$ cat src/rtl/core/tlbc_pkg.sv
package tlbc_pkg;

    localparam int unsigned TimeWidth   = 32;
    localparam int unsigned SecsWidth   = 8;
    localparam int unsigned OpWidth     = 2;
    localparam int unsigned MsPerSecond = 1000;
    localparam int unsigned OffsetWidth = $clog2(((1 << SecsWidth) - 1) * MsPerSecond + 1);

    typedef logic [OpWidth-1:0]     opcode_t;
    typedef logic [TimeWidth-1:0]   time_t;
    typedef logic [SecsWidth-1:0]   secs_t;
    typedef logic [OffsetWidth-1:0] offset_t;

    localparam opcode_t OP_UPDATE = 2'd0;
    localparam opcode_t OP_START  = 2'd1;
    localparam opcode_t OP_STOP   = 2'd2;

    localparam time_t DEADLINE_NEVER = '1;
    localparam time_t DEADLINE_NONE  = '0;

    typedef struct packed {
        opcode_t opcode;
        time_t   now_ms;
        secs_t   blink_seconds;
        time_t   toggle_period_ms;
    } cmd_t;

    typedef struct packed {
        logic led_lit;
        logic is_blinking;
    } status_t;

    // registered request handed to the core
    typedef struct packed {
        logic    valid;
        opcode_t opcode;
        time_t   now_ms;
        offset_t offset_ms;
        logic    secs_zero;
        time_t   period_ms;
    } stage_t;

endpackage

$ cat src/rtl/core/tlbc_cmd_if.sv
interface tlbc_cmd_if;
    import tlbc_pkg::*;

    logic valid;
    logic ready;
    cmd_t data;

    modport source (output valid, output data, input ready);
    modport sink (input valid, input data, output ready);
endinterface

$ cat src/rtl/core/tlbc_status_if.sv
interface tlbc_status_if;
    import tlbc_pkg::*;

    logic    valid;
    logic    ready;
    status_t data;

    modport source (output valid, output data, input ready);
    modport sink (input valid, input data, output ready);
endinterface

$ cat src/rtl/core/tlbc_in_stage.sv
module tlbc_in_stage (
    input  logic            clk,
    input  logic            rst_n,
    tlbc_cmd_if.sink        cmd,
    input  logic            advance,
    output tlbc_pkg::stage_t stage
);
    import tlbc_pkg::*;

    logic    valid_reg;
    logic    valid_next;
    stage_t  data_reg;
    stage_t  data_next;
    logic    take;

    assign cmd.ready = !valid_reg || advance;
    assign take      = cmd.valid && cmd.ready;

    always_comb
    begin
        valid_next = valid_reg;
        if (cmd.ready)
        begin
            valid_next = cmd.valid;
        end
    end

    always_comb
    begin
        data_next           = data_reg;
        data_next.valid     = 1'b0;
        if (take)
        begin
            data_next.opcode    = cmd.data.opcode;
            data_next.now_ms    = cmd.data.now_ms;
            data_next.offset_ms = OffsetWidth'(cmd.data.blink_seconds * MsPerSecond);
            data_next.secs_zero = (cmd.data.blink_seconds == '0);
            data_next.period_ms = cmd.data.toggle_period_ms;
        end
    end

    always_ff @(posedge clk or negedge rst_n)
    begin
        if (!rst_n)
        begin
            valid_reg <= 1'b0;
        end
        else
        begin
            valid_reg <= valid_next;
        end
    end

    always_ff @(posedge clk)
    begin
        data_reg <= data_next;
    end

    always_comb
    begin
        stage       = data_reg;
        stage.valid = valid_reg;
    end
endmodule

$ cat src/rtl/core/tlbc_core.sv
module tlbc_core (
    input  logic             clk,
    input  logic             rst_n,
    input  logic             led_rest_on,
    input  tlbc_pkg::stage_t stage,
    output logic             advance,
    tlbc_status_if.source    status
);
    import tlbc_pkg::*;

    time_t   last_toggle_reg;
    time_t   last_toggle_next;
    time_t   deadline_reg;
    time_t   deadline_next;
    time_t   period_reg;
    time_t   period_next;
    logic    led_reg;
    logic    led_next;
    logic    out_valid_reg;
    logic    out_valid_next;
    status_t out_data_reg;
    status_t out_data_next;

    time_t   deadline_sum;
    time_t   elapsed;
    logic    fire;

    assign advance      = !out_valid_reg || status.ready;
    assign fire         = stage.valid && advance;
    assign deadline_sum = stage.now_ms + TimeWidth'(stage.offset_ms);
    assign elapsed      = stage.now_ms - last_toggle_reg;

    always_comb
    begin
        last_toggle_next = last_toggle_reg;
        deadline_next    = deadline_reg;
        period_next      = period_reg;
        led_next         = led_reg;
        case (stage.opcode)
            OP_UPDATE:
            begin
                if (stage.now_ms > deadline_reg)
                begin
                    deadline_next = DEADLINE_NONE;
                    led_next      = led_rest_on;
                end
                else if (deadline_reg != DEADLINE_NONE && stage.now_ms >= last_toggle_reg
                         && elapsed >= period_reg)
                begin
                    last_toggle_next = stage.now_ms;
                    led_next         = !led_reg;
                end
            end
            OP_START:
            begin
                if (deadline_reg == DEADLINE_NONE)
                begin
                    last_toggle_next = stage.now_ms;
                    period_next      = stage.period_ms;
                    deadline_next    = stage.secs_zero ? DEADLINE_NEVER : deadline_sum;
                    led_next         = !led_reg;
                end
            end
            OP_STOP:
            begin
                deadline_next = DEADLINE_NONE;
                led_next      = led_rest_on;
            end
            default:
            begin
                led_next = led_reg;
            end
        endcase
    end

    always_comb
    begin
        out_valid_next = out_valid_reg;
        out_data_next  = out_data_reg;
        if (advance)
        begin
            out_valid_next = stage.valid;
        end
        if (fire)
        begin
            out_data_next.led_lit     = led_next;
            out_data_next.is_blinking = (deadline_next != DEADLINE_NONE);
        end
    end

    always_ff @(posedge clk or negedge rst_n)
    begin
        if (!rst_n)
        begin
            last_toggle_reg <= '0;
            deadline_reg    <= DEADLINE_NONE;
            period_reg      <= '0;
            led_reg         <= 1'b0;
            out_valid_reg   <= 1'b0;
        end
        else
        begin
            out_valid_reg <= out_valid_next;
            if (fire)
            begin
                last_toggle_reg <= last_toggle_next;
                deadline_reg    <= deadline_next;
                period_reg      <= period_next;
                led_reg         <= led_next;
            end
        end
    end

    always_ff @(posedge clk)
    begin
        out_data_reg <= out_data_next;
    end

    assign status.valid = out_valid_reg;
    assign status.data  = out_data_reg;
endmodule

$ cat src/rtl/core/timed_led_blink_controller_unit.sv
// A request passes the input register, then the result register, before its status is
// valid; status back-pressure stalls both. Throughput: one request per cycle when not
// stalled; the blink state updates as each request leaves the input register, so
// back-to-back requests see each other's effect.
// Reset (async, rst_n low): not blinking, LED dark, times and period zero, rest level dark,
// both pipeline stages empty.
module timed_led_blink_controller_unit (
    input  logic          clk,
    input  logic          rst_n,
    tlbc_cmd_if.sink      cmd,
    tlbc_status_if.source status,
    input  logic          cfg_we,
    input  logic          cfg_wdata
);
    import tlbc_pkg::*;

    stage_t stage;
    logic   advance;
    logic   rest_on_reg;
    logic   rest_on_next;

    assign rest_on_next = cfg_we ? cfg_wdata : rest_on_reg;

    always_ff @(posedge clk or negedge rst_n)
    begin
        if (!rst_n)
        begin
            rest_on_reg <= 1'b0;
        end
        else
        begin
            rest_on_reg <= rest_on_next;
        end
    end

    tlbc_in_stage u_in_stage (
        .clk     (clk),
        .rst_n   (rst_n),
        .cmd     (cmd),
        .advance (advance),
        .stage   (stage)
    );

    tlbc_core u_core (
        .clk         (clk),
        .rst_n       (rst_n),
        .led_rest_on (rest_on_reg),
        .stage       (stage),
        .advance     (advance),
        .status      (status)
    );
endmodule

$ cat src/flat_wrapper.sv
// flat-port wrapper written by rule: the top's interface ports become plain ports
module timed_led_blink_controller_unit_flat import tlbc_pkg::*;
  (clk, rst_n, cfg_we, cfg_wdata, cmd_valid, cmd_data, cmd_ready, status_valid, status_data, status_ready);
  tlbc_cmd_if cmd_i ();
  tlbc_status_if status_i ();
  input  logic clk;
  input  logic rst_n;
  input  logic cfg_we;
  input  logic cfg_wdata;
  input wire logic [$bits(cmd_i.valid)-1:0] cmd_valid;
  input wire logic [$bits(cmd_i.data)-1:0] cmd_data;
  output wire logic [$bits(cmd_i.ready)-1:0] cmd_ready;
  output wire logic [$bits(status_i.valid)-1:0] status_valid;
  output wire logic [$bits(status_i.data)-1:0] status_data;
  input wire logic [$bits(status_i.ready)-1:0] status_ready;
  assign cmd_i.valid = cmd_valid;
  assign cmd_i.data = cmd_data;
  assign cmd_ready = cmd_i.ready;
  assign status_valid = status_i.valid;
  assign status_data = status_i.data;
  assign status_i.ready = status_ready;
  timed_led_blink_controller_unit u_core (.clk(clk), .rst_n(rst_n), .cmd(cmd_i), .status(status_i), .cfg_we(cfg_we), .cfg_wdata(cfg_wdata));
endmodule
$ cat config.mk
export PLATFORM = sky130hd
export DESIGN_NAME = timed_led_blink_controller_unit_flat
export DESIGN_NICKNAME = d
export VERILOG_FILES = /design/src/rtl/core/tlbc_pkg.sv /design/src/rtl/core/tlbc_cmd_if.sv /design/src/rtl/core/tlbc_status_if.sv /design/src/rtl/core/tlbc_in_stage.sv /design/src/rtl/core/tlbc_core.sv /design/src/rtl/core/timed_led_blink_controller_unit.sv /design/src/flat_wrapper.sv
export SDC_FILE = /design/constraint.sdc
export NUM_CORES = 1
export LEC_CHECK = 0
export CELL_PAD_IN_SITES_DETAIL_PLACEMENT = 1
export CELL_PAD_IN_SITES_GLOBAL_PLACEMENT = 2
export CORE_UTILIZATION = 42
export DETAILED_ROUTE_END_ITERATION = 10
export DONT_BUFFER_PORTS = 1
export GPL_TIMING_DRIVEN = 1
export PLACE_DENSITY = 0.81
export REMOVE_ABC_BUFFERS = 1
export SYNTH_ARGS = -nofsm -noshare
export SYNTH_HDL_FRONTEND = slang
export SYNTH_HIERARCHICAL = 1
export SYNTH_SLANG_ARGS = --single-unit
export TNS_END_PERCENT = 10
$ cat constraint.sdc
create_clock -name clk -period 5.82 [get_ports clk]
set_clock_uncertainty 0.15 [all_clocks]
set_input_delay 1.164 -clock clk [delete_from_list [all_inputs] [get_ports clk]]
set_output_delay 1.164 -clock clk [all_outputs]
set_load 0.005 [all_outputs]
After elaboration in Yosys (flattened, before gate mapping)
Cells that the tools add are included.
W data, S select, Z words.
{ "word_totals": {"ff_bits": 184, "input_bits": 80, "output_inout_bits": 4, "word_cells": 54} }
{ "classes": {"addsub": 2, "n_mul": 1, "order_cmp": 3, "n_eq_ne": 5, "n_mux": 12, "n_reduce_logical": 17} }
{ "ops": {"columns": ["cell", "count"], "rows": [
  ["$mux W32", 6],
  ["$pmux W32 S3", 1],
  ["$ge A32 B32 Y1", 2],
  ["$pmux W32 S2", 1],
  ["$reduce_bool A32 Y1", 2],
  ["$add A32 B18 Y32", 1],
  ["$gt A32 B32 Y1", 1],
  ["$logic_not A32 Y1", 1],
  ["$sub A32 B32 Y32", 1],
  ["$mul A8 B7 Y15 const B", 1],
  ["$logic_not A8 Y1", 1],
  ["$ne A2 B2 Y1 const B", 3],
  ["$reduce_and A5 Y1", 1],
  ["$logic_and A1 B1 Y1", 4],
  ["$logic_not A1 Y1", 3],
  ["$mux W1", 3],
  ["$pmux W1 S3", 1],
  ["$reduce_and A3 Y1", 1],
  ["$eq A2 B1 Y1 const B", 1],
  ["$eq A2 B2 Y1 const B", 1],
  ["$logic_not A2 Y1", 1],
  ["$logic_or A1 B1 Y1", 2],
  ["$reduce_bool A2 Y1", 1]
]} }

Longest topological paths before layout
Gate-level depths: netlist (run 1).
{ "logic_depth": {"depth_word": 6, "mapped_depth": 24, "ltp_nobuf": 23} }

Modules after synthesis
Netlist (run 1), hierarchy kept.
{ "modules_own_cells": {"columns": ["module", "instances", "cells_each", "area_per_inst_um2", "seq_area_each_um2"], "rows": [
  ["tlbc_core", 1, 1084, 9049.9, 2512.4],
  ["tlbc_in_stage", 1, 240, 4002.6, 2487.4],
  ["timed_led_blink_controller_unit", 1, 2, 40.0, 25.0]
]} }

Worst setup path after synthesis (run 1)
Ideal clock, no wire load.
{ "synth_path": {"kind": "input to register", "start": "in cmd_data[33]", "end": "reg u_core.u_in_stage.data_reg (netlist bit u_core/u_in_stage/stage[50]) (data pin)", "setup_time_ns": 0.260, "arrival_time_ns": 4.430, "required_time_ns": 5.410, "slack_ns": 0.981, "path_stages": 12, "n_path_buf": 0, "cell_sequence": "fa_1 -> inv_1 -> fa_1 -> fa_1 -> inv_1 -> fa_1 -> ha_1 -> and3_4 -> a2111oi_4 -> a21oi_2 -> a41oi_2 -> xnor2_1"} }
{ "synth_via": {"elab_chain_len": 1} }
{ "synth_rtl": {"columns": ["element", "line_no", "source"], "rows": [
  ["start: declaration", "flat_wrapper.sv:11", "input wire logic [$bits(cmd_i.data)-1:0] cmd_data;"],
  ["$mul A8 B7 Y15", "tlbc_in_stage.sv:36", "data_next.offset_ms = OffsetWidth'(cmd.data.blink_seconds * MsPerSecond);"],
  ["end signal: assignment", "tlbc_in_stage.sv:56", "data_reg <= data_next;"],
  ["end: declaration", "tlbc_in_stage.sv:12", "stage_t data_reg;"]
]} }
No other way between the ends.
A chain may end at the register's enable or synchronous reset.

Worst setup path after layout (run 1)
{ "layout_path": {"start": "reg u_core.u_in_stage.data_reg (netlist bit u_core/u_in_stage/stage[52])", "end": "reg u_core.u_core.last_toggle_reg[21]"} }
{ "layout_via": {"elab_chain_len": 5, "word_cells_on_any_way": 9, "cone_classes": "add/sub: 1; order compare: 3; eq/ne: 2; reduce/logical: 3"} }
{ "layout_rtl": {"columns": ["element", "line_no", "source"], "rows": [
  ["$sub A32 B32 Y32 / $ge A32 B32 Y1 (equally long branches)", "tlbc_core.sv:31, tlbc_core.sv:47", null],
  ["$ge A32 B32 Y1 / $logic_and A1 B1 Y1 (equally long branches)", "tlbc_core.sv:48, tlbc_core.sv:47", null],
  ["$logic_and A1 B1 Y1", "tlbc_core.sv:48", "&& elapsed >= period_reg)"],
  ["$ne A2 B2 Y1 (no source line)", null, null],
  ["$reduce_and A5 Y1 (no source line) *", null, null],
  ["end signal: assignment", "tlbc_core.sv:106", "last_toggle_reg <= last_toggle_next;"],
  ["end: declaration", "tlbc_core.sv:11", "time_t last_toggle_reg;"]
]} }
Every way passes the cells marked *; elsewhere a longest branch is shown, timed or not.

==> metrics.csv, run 1 <==
stage,metric,value,unit
run_status,outcome,"finished, final reports clean",
grt,met2 Resource Use GR,40.5,%
die,number of I/O pins,84,
placement,Routability Congestion,0.884,
layout,number of nets in the final layout,1585,
route,final wirelength,37.0,mm
critical_path,data arrival time of the worst path,5.67,ns
power,power spent charging and discharging nets,2.95,mW
sta,RSZ-0062 raised after global routing,no,
grt,global-route wire length before repair,58.1,mm
clocking,clock tree from TritonCTS,yes,
yosys,total of flip-flops plus latches after synthesis,184,
sta,worst slew margin relative to its limit,40.7,%
sta,shortest clock period the worst path allows after layout,5.48,ns
yosys,cell count after synthesis,1326,
yosys,part of the Yosys area used for sequential elements,38.4,%
critical_path,worst setup path class,flip-flop to flip-flop,
yosys,top_reg_cell synth,sky130_fd_sc_hd__dfrtp_1,
layout,Area Overhead vs Synth,8.23,%
route,"antenna viol nets, final",0,
power,fraction of power consumed by the clock network,16.5,%
power,total power,6.89,mW
grt,maximum number of pins on one net before global-route repair,101,
power,Leak Pwr,6.20,nW
clocking,number of hold buffers added after cts,0,
min_path,Hold Path Class,primary input to async pin,
critical_path,Worst Setup Start Kind,flip-flop,
grt,initial antenna violation count,4,
critical_path,highest-delay cell along the critical path,sky130_fd_sc_hd__edfxtp_1,
power,share of total power consumed by net switching,42.8,%
sta,period utilization,94.1,%
yosys,cell with the most instances after synthesis,sky130_fd_sc_hd__ha_1,
grt,GRT met1 Usage,30.3,%
critical_path,Worst Setup End Kind,flip-flop,
sta,final-report setup violation count,0,
route,ratio of routed vias to standard cells,5.75,
clocking,setup fix buffers added after clock tree synthesis,0,
clocking,CTS Buf Count,17,
sta,hold violation total from the final report,0,
layout,end-of-flow core utilization,46.2,%
critical_path,worst endpoint required time,6.01,ns
yosys,biggest area consumer among synthesized cells,sky130_fd_sc_hd__edfxtp_1,
yosys,ys async rst share,54.3,%
critical_path,cell-by-cell listing of the critical path,ha_1 -> nor2b_1 -> o21ai_0 -> a21boi_2 -> o21ai_0 -> a21o_1 -> a31o_2 -> o311ai_4 -> a41oi_1 -> o21ai_0 -> xor2_1 -> ha_1 -> nand4_1 -> nor2_1 -> a221oi_1 -> o21ai_0 -> o2111ai_2 -> nor2_2 -> o211ai_4 -> clkbuf_16 -> mux2_4,
grt,total routing usage reported by global routing,24.1,%
clocking,clock latency of the later-clocked register in the worst-skew pair,0.45,ns
power,IR Drop Worst-Case VDD,0.230,mV
sta,measured slew at the worst slew-check pin,0.888,ns
placement,hpwl dp,28.4,mm
die,DIE WIDTH,179,um
placement,number of input and output port buffers inserted,0,
route,iteration-0 DRC count of the detailed router,415,
yosys,Post-Synthesis Cell Area,13100,sq um
layout,fraction of final layout cells sized beyond drive strength 1,7.40,%
power,sequential group share of total power,28.3,%
route,First-pass DRT Iterations,5,
sta,minimum setup slack in the final design,0.341,ns
grt,global routing's busiest layer,met2,
yosys,fraction of post-synthesis cell area in the top cell type by area,19.3,%
yosys,Avg Synthesized Cell Area,9.87,sq um
clocking,Clock H-tree levels,4,
yosys,most numerous cell types in the synthesized netlist,"sky130_fd_sc_hd__ha_1 (157), sky130_fd_sc_hd__inv_1 (155), sky130_fd_sc_hd__o21ai_0 (108)",
power,internal power consumption,3.94,mW
critical_path,cell repeated most along the worst path,sky130_fd_sc_hd__o21ai_0,
die,die area,31900,sq um
grt,via count of the first global-routing pass,10600,
die,area inside the core boundary,30700,sq um
route,routed wire length per instance,21.3,um
critical_path,worst stage delay on the critical path,0.46,ns
layout,max reg flops,82,
route,count of unresolved DRC violations after routing,0,
power,power density relative to cell area,486,nW/um^2
yosys,number of synthesized flops with an enable pin,84,
sta,setup_tns,0,ns
clocking,number of sinks driven by the clock tree,184,
grt,overflow left after global routing,0,
yosys,number of distinct library cells after synthesis,75,
die,starting utilization of the core area,42.7,%
yosys,number of warning messages in the yosys log,6,
critical_path,Worst Path Max Fanout,16,
placement,worst slack at placement,0.0832,ns
flow_run,Max Cap Viol,0,
power,Comb power frac,55.2,%
clocking,clk slew on worst S/H paths,0.07,ns
route,number of vias in the routed layout,9988,
grt,global-route met3 utilization,4.24,%
die,DIE HEIGHT,179,um
clocking,maximum clock path buffer count,2,
sta,final max-slew violation count,0,
sta,top achievable clock speed,183,MHz
die,standard-cell rows,64,
yosys,largest cells by area after synthesis,"sky130_fd_sc_hd__edfxtp_1 (19%), sky130_fd_sc_hd__dfrtp_1 (19%), sky130_fd_sc_hd__ha_1 (15%), sky130_fd_sc_hd__inv_1 (4.4%), sky130_fd_sc_hd__o21ai_0 (4.1%)",
clocking,root buf cell,sky130_fd_sc_hd__clkbuf_16,
-- path summary, 6_finish.rpt --
path	cells past startpoint	slack, ns	startpoint	to
worst max-delay path	21	0.34	u_core/u_in_stage/stage[52]	u_core/u_core/last_toggle_reg[21]
worst min-delay path	0	0.25	rst_n	u_core/u_core/last_toggle_reg[7]
worst max register to register	21	0.34	u_core/u_in_stage/stage[52]	u_core/u_core/last_toggle_reg[21]
worst min register to register	2	0.30	u_core/u_in_stage/stage[0]	u_core/u_core/period_reg[0]
max in group asynchronous	0	5.10	rst_n	u_core/u_core/deadline_reg[26]
min in group clk	2	0.30	u_core/u_in_stage/stage[0]	u_core/u_core/period_reg[0]
-- worst max-delay path: cells and delay by family (launching register included) --
family,cells,cell delay [ns]
xor+xnor,1,0.19
buf+inv,1,0.26
flops,1,0.46
simple gates,4,0.38
compound gates,12,2.98
mux,1,0.31
fa+ha+maj,2,0.64
-- logic make-up (layout without fill, tap and decap cells) --
kind of cell / Yosys count / count (layout) / synth area share, %
compound gates: 355 / 355 / 17.2
xor+xnor: 64 / 64 / 4.28
fa+ha+maj: 180 / 180 / 18.5
buf+inv: 192 / 202 / 5.80
flops: 184 / 184 / 38.4
mux: 36 / 36 / 3.89
other cells: 1 / 6 / 0.0286
simple gates: 314 / 314 / 11.9
-- stage by stage --
step	hold WS, ns	instance area [sq um]	std cells
3_3_place_gp	0.278	13600	1701
5_1_grt	0.227	14200	1736
3_5_place_dp	0.293	13600	1701
4_1_cts	0.229	14100	1733
6_report	0.253	14200	1737
2_1_floorplan	0.265	12900	1291
-- placed cells by master, fill, tap and decap left out, drive strengths merged, types with 12 or more instances in the layout --
master and instances:
inv 159, ha 157, o21ai 110, nand2 107
dfrtp 100, a21oi 90, edfxtp 84, nor2 54
xnor2 46, mux2 32, a21o 31, nand3 29
nand4 25, fa 23, clkbuf 20, xor2 18
nor3 16, nand2b 15, buf 14, a211oi 13
nor2b 12, and3 12
-- per-layer routing --
metal  up-vias  share of wire (%)
li1       4755                  -
met1      4969                 45
met2       205                 49
met3        59                3.8
met4         0                2.9
met5         -                  0
-- timing repair --
| action | CTS | global route |
|---|---|---|
| resized for setup | 0 | 7 |
| hold endpoints to repair | 0 | 0 |
| endpoints found under the setup margin | 0 | 34 |
-- area by class of cell --
cell class	instances	area (sq um)
fillers	3439	16500
multi-input cells	952	7360
flip-flops and latches	184	5020
inverters	155	582
well taps	396	495
clock buffers	19	433
repair buffers	15	143
clock inverters	13	121
diodes	3	7.51
-- power groups by stage --
stage / Sequential [mW] / Clock (mW) / Combinational (mW)
after global routing: 1.99 / 1.22 / 4.27
after CTS: 1.95 / 1.17 / 3.78
after global placement: 1.96 / 0 / 3.61
after detailed placement: 1.97 / 0 / 3.75
after floorplan: 1.89 / 0 / 2.80
final: 1.95 / 1.14 / 3.80
No activity file was read; power rests on OpenSTA's default activity.
==> inputs of run 2 (changes only) <==
--- a/config.mk
+++ b/config.mk
@@ -8,6 +8,7 @@
 export CELL_PAD_IN_SITES_DETAIL_PLACEMENT = 1
 export CELL_PAD_IN_SITES_GLOBAL_PLACEMENT = 2
 export CORE_UTILIZATION = 42
+export CTS_BUF_LIST = sky130_fd_sc_hd__clkbuf_16
 export DETAILED_ROUTE_END_ITERATION = 10
 export DONT_BUFFER_PORTS = 1
 export GPL_TIMING_DRIVEN = 1
==> metrics.csv, run 2 (synthesis results as in run 1) <==
stage,metric,value,unit
critical_path,Top Family by Delay on Critical Path,compound AO/OA/AOI/OAI gates,
die,number of I/O pins,84,
run_status,outcome,"finished, final reports clean",
layout,fraction of final layout cells sized beyond drive strength 1,7.40,%
critical_path,highest-delay cell along the critical path,sky130_fd_sc_hd__edfxtp_1,
route,ratio of routed vias to standard cells,5.75,
clocking,root buf cell,sky130_fd_sc_hd__clkbuf_16,
critical_path,cell-by-cell listing of the critical path,ha_1 -> o21ai_0 -> a21oi_1 -> o31a_1 -> o21ai_0 -> a21o_1 -> a31o_2 -> o311ai_4 -> a41oi_1 -> o21ai_0 -> xor2_1 -> ha_1 -> nand4_1 -> nor2_1 -> a221oi_1 -> o21ai_0 -> o2111ai_2 -> nor2_2 -> o211ai_4 -> clkbuf_16 -> mux2_4,
clocking,clock latency of the later-clocked register in the worst-skew pair,0.46,ns
grt,GRT met1 Usage,30.3,%
die,starting utilization of the core area,42.7,%
route,final wirelength,37.0,mm
layout,sequential standard cell area,5020,sq um
layout,max reg flops,82,
critical_path,data arrival time of the worst path,5.68,ns
flow_run,Max Cap Viol,0,
sta,RSZ-0062 raised after global routing,no,
power,Leak Pwr,6.21,nW
clocking,CTS Buf Count,17,
grt,global routing's busiest layer,met2,
sta,shortest clock period the worst path allows after layout,5.49,ns
critical_path,worst endpoint required time,6.01,ns
clocking,clk slew on worst S/H paths,0.07,ns
route,routed wire length per instance,21.3,um
power,IR Drop Worst-Case VDD,0.232,mV
die,standard-cell rows,64,
sta,hold violation total from the final report,0,
layout,number of nets in the final layout,1585,
grt,initial antenna violation count,4,
route,First-pass DRT Iterations,5,
clocking,setup fix buffers added after clock tree synthesis,0,
critical_path,cell repeated most along the worst path,sky130_fd_sc_hd__o21ai_0,
sta,setup_tns,0,ns
placement,hpwl dp,28.4,mm
sta,measured slew at the worst slew-check pin,0.872,ns
layout,final-layout fill cell count,3439,
clocking,Post-CTS Resized,0,
layout,count of non-filler cells in the finished layout,1737,
sta,minimum setup slack in the final design,0.333,ns
die,DIE WIDTH,179,um
critical_path,Worst Path Max Fanout,16,
grt,met2 Resource Use GR,40.5,%
sta,worst slew margin relative to its limit,41.8,%
critical_path,worst stage delay on the critical path,0.48,ns
clocking,clock tree from TritonCTS,yes,
critical_path,Worst Setup Start Kind,flip-flop,
route,iteration-0 DRC count of the detailed router,378,
grt,global-route met3 utilization,4.24,%
power,power density relative to cell area,486,nW/um^2
die,die area,31900,sq um
grt,overflow left after global routing,0,
route,number of vias in the routed layout,9984,
placement,Routability Congestion,0.884,
critical_path,number of buffers and inverters on the critical path,1,
sta,final-report setup violation count,0,
layout,"top library cells by usage in the layout, fill and taps aside","sky130_fd_sc_hd__inv_1 (157), sky130_fd_sc_hd__ha_1 (157), sky130_fd_sc_hd__o21ai_0 (107), sky130_fd_sc_hd__nand2_1 (107), sky130_fd_sc_hd__dfrtp_1 (100)",
critical_path,Worst Setup End Kind,flip-flop,
grt,maximum number of pins on one net before global-route repair,101,
sta,top achievable clock speed,182,MHz
grt,via count of the first global-routing pass,10600,
placement,worst slack at placement,0.0832,ns
die,DIE HEIGHT,179,um
placement,number of input and output port buffers inserted,0,
clocking,number of hold buffers added after cts,0,
grt,total routing usage reported by global routing,24.1,%
grt,global-route wire length before repair,58.1,mm
route,"antenna viol nets, final",0,
min_path,Hold Path Class,primary input to async pin,
die,area inside the core boundary,30700,sq um
layout,Area Overhead vs Synth,8.23,%
sta,final max-slew violation count,0,
critical_path,worst setup path class,flip-flop to flip-flop,
placement,instance count after placement with tap cells included,1701,
clocking,maximum clock path buffer count,2,
clocking,Clock H-tree levels,4,
clocking,number of sinks driven by the clock tree,184,
layout,area of combinational cells with multiple inputs,7360,sq um
sta,period utilization,94.3,%
route,count of unresolved DRC violations after routing,0,
## run 2: changes by cell type in the layout (fill, tap and decap cells not counted), sizes merged
cell    previous run  this run
inv              159       161
clkbuf            20        18
## run 2: power breakdown
| part | switching [mW] | leakage [nW] | total, mW | internal, mW |
|---|---|---|---|---|
| logic | 2.20 | 3.89 | 3.81 | 1.61 |
| registers | 0.206 | 2.05 | 1.95 | 1.74 |
| clock network | 0.544 | 0.265 | 1.13 | 0.590 |
## run 2: cell type report
cell class                      count  area share [%]
Antenna cell                        3          0.0530
Clock buffer                       17            3.00
Clock inverter                     15           0.909
Inverter                          155            4.11
Multi-Input combinational cell    952            52.0
Sequential cell                   184            35.5
Tap cell                          396            3.50
Timing Repair Buffer               15            1.01
## run 2: final timing paths
kind,from,endpoint,slack [ns],depth (start not counted)
min reg2reg,u_core/u_in_stage/stage[0],u_core/u_core/period_reg[0],0.30,2
max,u_core/u_in_stage/stage[57],u_core/u_core/last_toggle_reg[21],0.33,21
max reg2reg,u_core/u_in_stage/stage[57],u_core/u_core/last_toggle_reg[21],0.33,21
min in group clk,u_core/u_in_stage/stage[0],u_core/u_core/period_reg[0],0.30,2
min,rst_n,u_core/u_core/last_toggle_reg[7],0.25,0
max in group asynchronous,rst_n,u_core/u_core/deadline_reg[26],5.11,0
## run 2: metrics by stage
| stage | total power [mW] | util, % | hold slack [ns] | area, sq um |
|---|---|---|---|---|
| 2_1_floorplan | 4.69 | - | 0.265 | 12900 |
| 3_3_place_gp | 5.57 | 44.2 | 0.278 | 13600 |
| 3_5_place_dp | 5.72 | 44.2 | 0.293 | 13600 |
| 4_1_cts | 6.90 | 46.0 | 0.229 | 14100 |
| 5_1_grt | 7.47 | 46.2 | 0.227 | 14200 |
| 6_report | 6.89 | 46.2 | 0.251 | 14200 |
## run 2: layer usage
layer | vias up | wire length [um]
met5 | - | 0
met4 | 0 | 1040
met3 | 55 | 1390
met2 | 206 | 18100
met1 | 4972 | 16500
li1 | 4751 | -
==> inputs of run 3 (changes only) <==
--- a/config.mk
+++ b/config.mk
@@ -12,7 +12,7 @@
 export DETAILED_ROUTE_END_ITERATION = 10
 export DONT_BUFFER_PORTS = 1
 export GPL_TIMING_DRIVEN = 1
-export PLACE_DENSITY = 0.81
+export PLACE_DENSITY_LB_ADDON = 0.1
 export REMOVE_ABC_BUFFERS = 1
 export SYNTH_ARGS = -nofsm -noshare
 export SYNTH_HDL_FRONTEND = slang
==> metrics.csv, run 3 (synthesis results as in run 1) <==
stage,metric,value,unit
clocking,number of sinks driven by the clock tree,184,
power,power spent charging and discharging nets,2.96,mW
clocking,setup fix buffers added after clock tree synthesis,0,
sta,hold violation total from the final report,0,
sta,Fin Hold WS,0.254,ns
clocking,Post-CTS Resized,0,
critical_path,Worst Setup End Kind,flip-flop,
layout,fraction of final layout cells sized beyond drive strength 1,7.40,%
layout,"top library cells by usage in the layout, fill and taps aside","sky130_fd_sc_hd__ha_1 (156), sky130_fd_sc_hd__inv_1 (155), sky130_fd_sc_hd__o21ai_0 (107), sky130_fd_sc_hd__nand2_1 (107), sky130_fd_sc_hd__dfrtp_1 (100)",
placement,hpwl dp,28.2,mm
sta,final-report setup violation count,0,
route,ratio of routed vias to standard cells,5.67,
grt,overflow left after global routing,0,
sta,RSZ-0062 raised after global routing,no,
power,IR Drop Worst-Case VDD,0.244,mV
route,number of vias in the routed layout,9839,
critical_path,Worst Setup Start Kind,flip-flop,
grt,global-route wire length before repair,57.6,mm
clocking,maximum clock path buffer count,2,
sta,period utilization,95.0,%
sta,final max-slew violation count,0,
power,share of total power consumed by net switching,43.1,%
critical_path,cell repeated most along the worst path,sky130_fd_sc_hd__o21ai_0,
critical_path,worst stage delay on the critical path,0.51,ns
layout,final-layout fill cell count,3491,
die,standard-cell rows,64,
placement,number of input and output port buffers inserted,0,
clocking,clock latency of the later-clocked register in the worst-skew pair,0.46,ns
clocking,number of hold buffers added after cts,0,
power,Leak Pwr,6.21,nW
critical_path,worst setup path class,flip-flop to flip-flop,
power,internal power consumption,3.91,mW
die,number of I/O pins,84,
critical_path,highest-delay cell along the critical path,sky130_fd_sc_hd__edfxtp_1,
run_status,outcome,"finished, final reports clean",
placement,worst slack at placement,0.132,ns
critical_path,Worst Path Max Fanout,16,
clocking,root buf cell,sky130_fd_sc_hd__clkbuf_16,
min_path,Hold Path Class,primary input to async pin,
route,First-pass DRT Iterations,5,
route,final wirelength,36.7,mm
clocking,clock tree from TritonCTS,yes,
die,starting utilization of the core area,42.7,%
critical_path,cell-by-cell listing of the critical path,ha_2 -> o21ai_0 -> a21oi_1 -> o31a_1 -> o21ai_0 -> a21o_1 -> a31o_2 -> o311ai_4 -> a41oi_1 -> o21ai_0 -> xor2_1 -> ha_1 -> nand4_1 -> nor2_1 -> a221oi_1 -> o21ai_0 -> o2111ai_2 -> nor2_2 -> o211ai_4 -> buf_12 -> mux2_2,
layout,most frequent standard cell in the layout excluding fill and tap cells,sky130_fd_sc_hd__ha_1,
critical_path,data arrival time of the worst path,5.71,ns
die,DIE WIDTH,179,um
sta,worst slew margin relative to its limit,39.0,%
power,Comb power frac,55.1,%
flow_run,Max Cap Viol,0,
critical_path,worst-case reg-to-reg path depth,21,
placement,Routability Congestion,0.864,
layout,Area Overhead vs Synth,8.28,%
critical_path,worst endpoint required time,6.01,ns
route,iteration-0 DRC count of the detailed router,498,
power,sequential group share of total power,28.2,%
die,area inside the core boundary,30700,sq um
clocking,CTS Buf Count,17,
grt,via count of the first global-routing pass,10300,
sta,shortest clock period the worst path allows after layout,5.53,ns
power,power density relative to cell area,485,nW/um^2
route,count of unresolved DRC violations after routing,0,
route,"antenna viol nets, final",0,
sta,setup_tns,0,ns
sta,minimum setup slack in the final design,0.294,ns
clocking,clk slew on worst S/H paths,0.08,ns
grt,maximum number of pins on one net before global-route repair,101,
grt,initial antenna violation count,2,
sta,top achievable clock speed,181,MHz
route,routed wire length per instance,21.2,um
sta,measured slew at the worst slew-check pin,0.912,ns
die,DIE HEIGHT,179,um
clocking,Clock H-tree levels,4,
grt,total routing usage reported by global routing,23.9,%
power,total power,6.88,mW
layout,number of nets in the final layout,1584,
die,die area,31900,sq um
layout,max reg flops,82,
power,fraction of power consumed by the clock network,16.6,%
[run 3: cell types whose count changed in the layout (fill, tap and decap cells not counted), moves of 2 or more]
| cell | change |
|---|---|
| sky130_fd_sc_hd__buf_4 | -2 |
| sky130_fd_sc_hd__clkinv_8 | +2 |
| sky130_fd_sc_hd__clkinvlp_4 | -3 |
| sky130_fd_sc_hd__inv_1 | -2 |
| sky130_fd_sc_hd__inv_6 | +2 |
| sky130_fd_sc_hd__inv_8 | +2 |
[run 3: final cells by class]
cell class	count	area [sq um]	area share [%]
sequential	184	5020	35.4
clock buffer	17	425	3.00
clock inverter	15	136	0.962
antenna	2	5.00	0.0353
inverter	155	582	4.10
multi-input combinational	952	7360	51.9
tap	396	495	3.50
timing repair buffer	14	148	1.04
[run 3: per-stage QoR]
step | utilization, % | cell area [sq um] | cells
3_3_place_gp | 44.2 | 13600 | 1700
3_5_place_dp | 44.2 | 13600 | 1700
5_1_grt | 46.2 | 14200 | 1734
6_report | 46.2 | 14200 | 1735
2_1_floorplan | - | 12900 | 1291
4_1_cts | 46.0 | 14100 | 1732
[run 3: metal layers]
metal | part of all wire, % | wire length, um | vias up | GRT usage, %
li1 | - | - | 4755 | -
met1 | 47 | 17200 | 4879 | 31.5
met2 | 48 | 17800 | 168 | 40.2
met3 | 3.5 | 1280 | 37 | 4.22
met4 | 1.4 | 519 | 0 | 6.36
met5 | 0 | 0 | - | 0
[run 3: final timing paths]
path / start / end / slack, ns
setup / recovery: u_core/u_in_stage/stage[57] / u_core/u_core/last_toggle_reg[31] / 0.29
hold / removal: rst_n / u_core/u_core/period_reg[12] / 0.25
setup reg to reg: u_core/u_in_stage/stage[57] / u_core/u_core/last_toggle_reg[31] / 0.29
hold reg to reg: u_core/u_in_stage/stage[0] / u_core/u_core/period_reg[0] / 0.30
max in group asynchronous: rst_n / u_core/u_core/period_reg[3] / 5.00
min in group clk: u_core/u_in_stage/stage[0] / u_core/u_core/period_reg[0] / 0.30
[run 3: worst max-delay path, delay by kind of cell, from the launching register on]
family | cells | cell delay (ns)
AO/OA/AOI/OAI | 13 | 3.03
adder cells (fa/ha/maj) | 2 | 0.74
flip-flops | 1 | 0.51
multiplexers | 1 | 0.35
AND/OR/NAND/NOR | 3 | 0.22
buffers and inverters | 1 | 0.22
XOR/XNOR | 1 | 0.19
[run 3: power groups by stage]
stage | clock (mW) | sequential (mW) | combinational, mW
2_1_floorplan | 0 | 1.89 | 2.80
3_5_place_dp | 0 | 1.97 | 3.74
6_report | 1.14 | 1.94 | 3.79
4_1_cts | 1.18 | 1.94 | 3.77
3_3_place_gp | 0 | 1.96 | 3.66
5_1_grt | 1.22 | 1.98 | 4.25
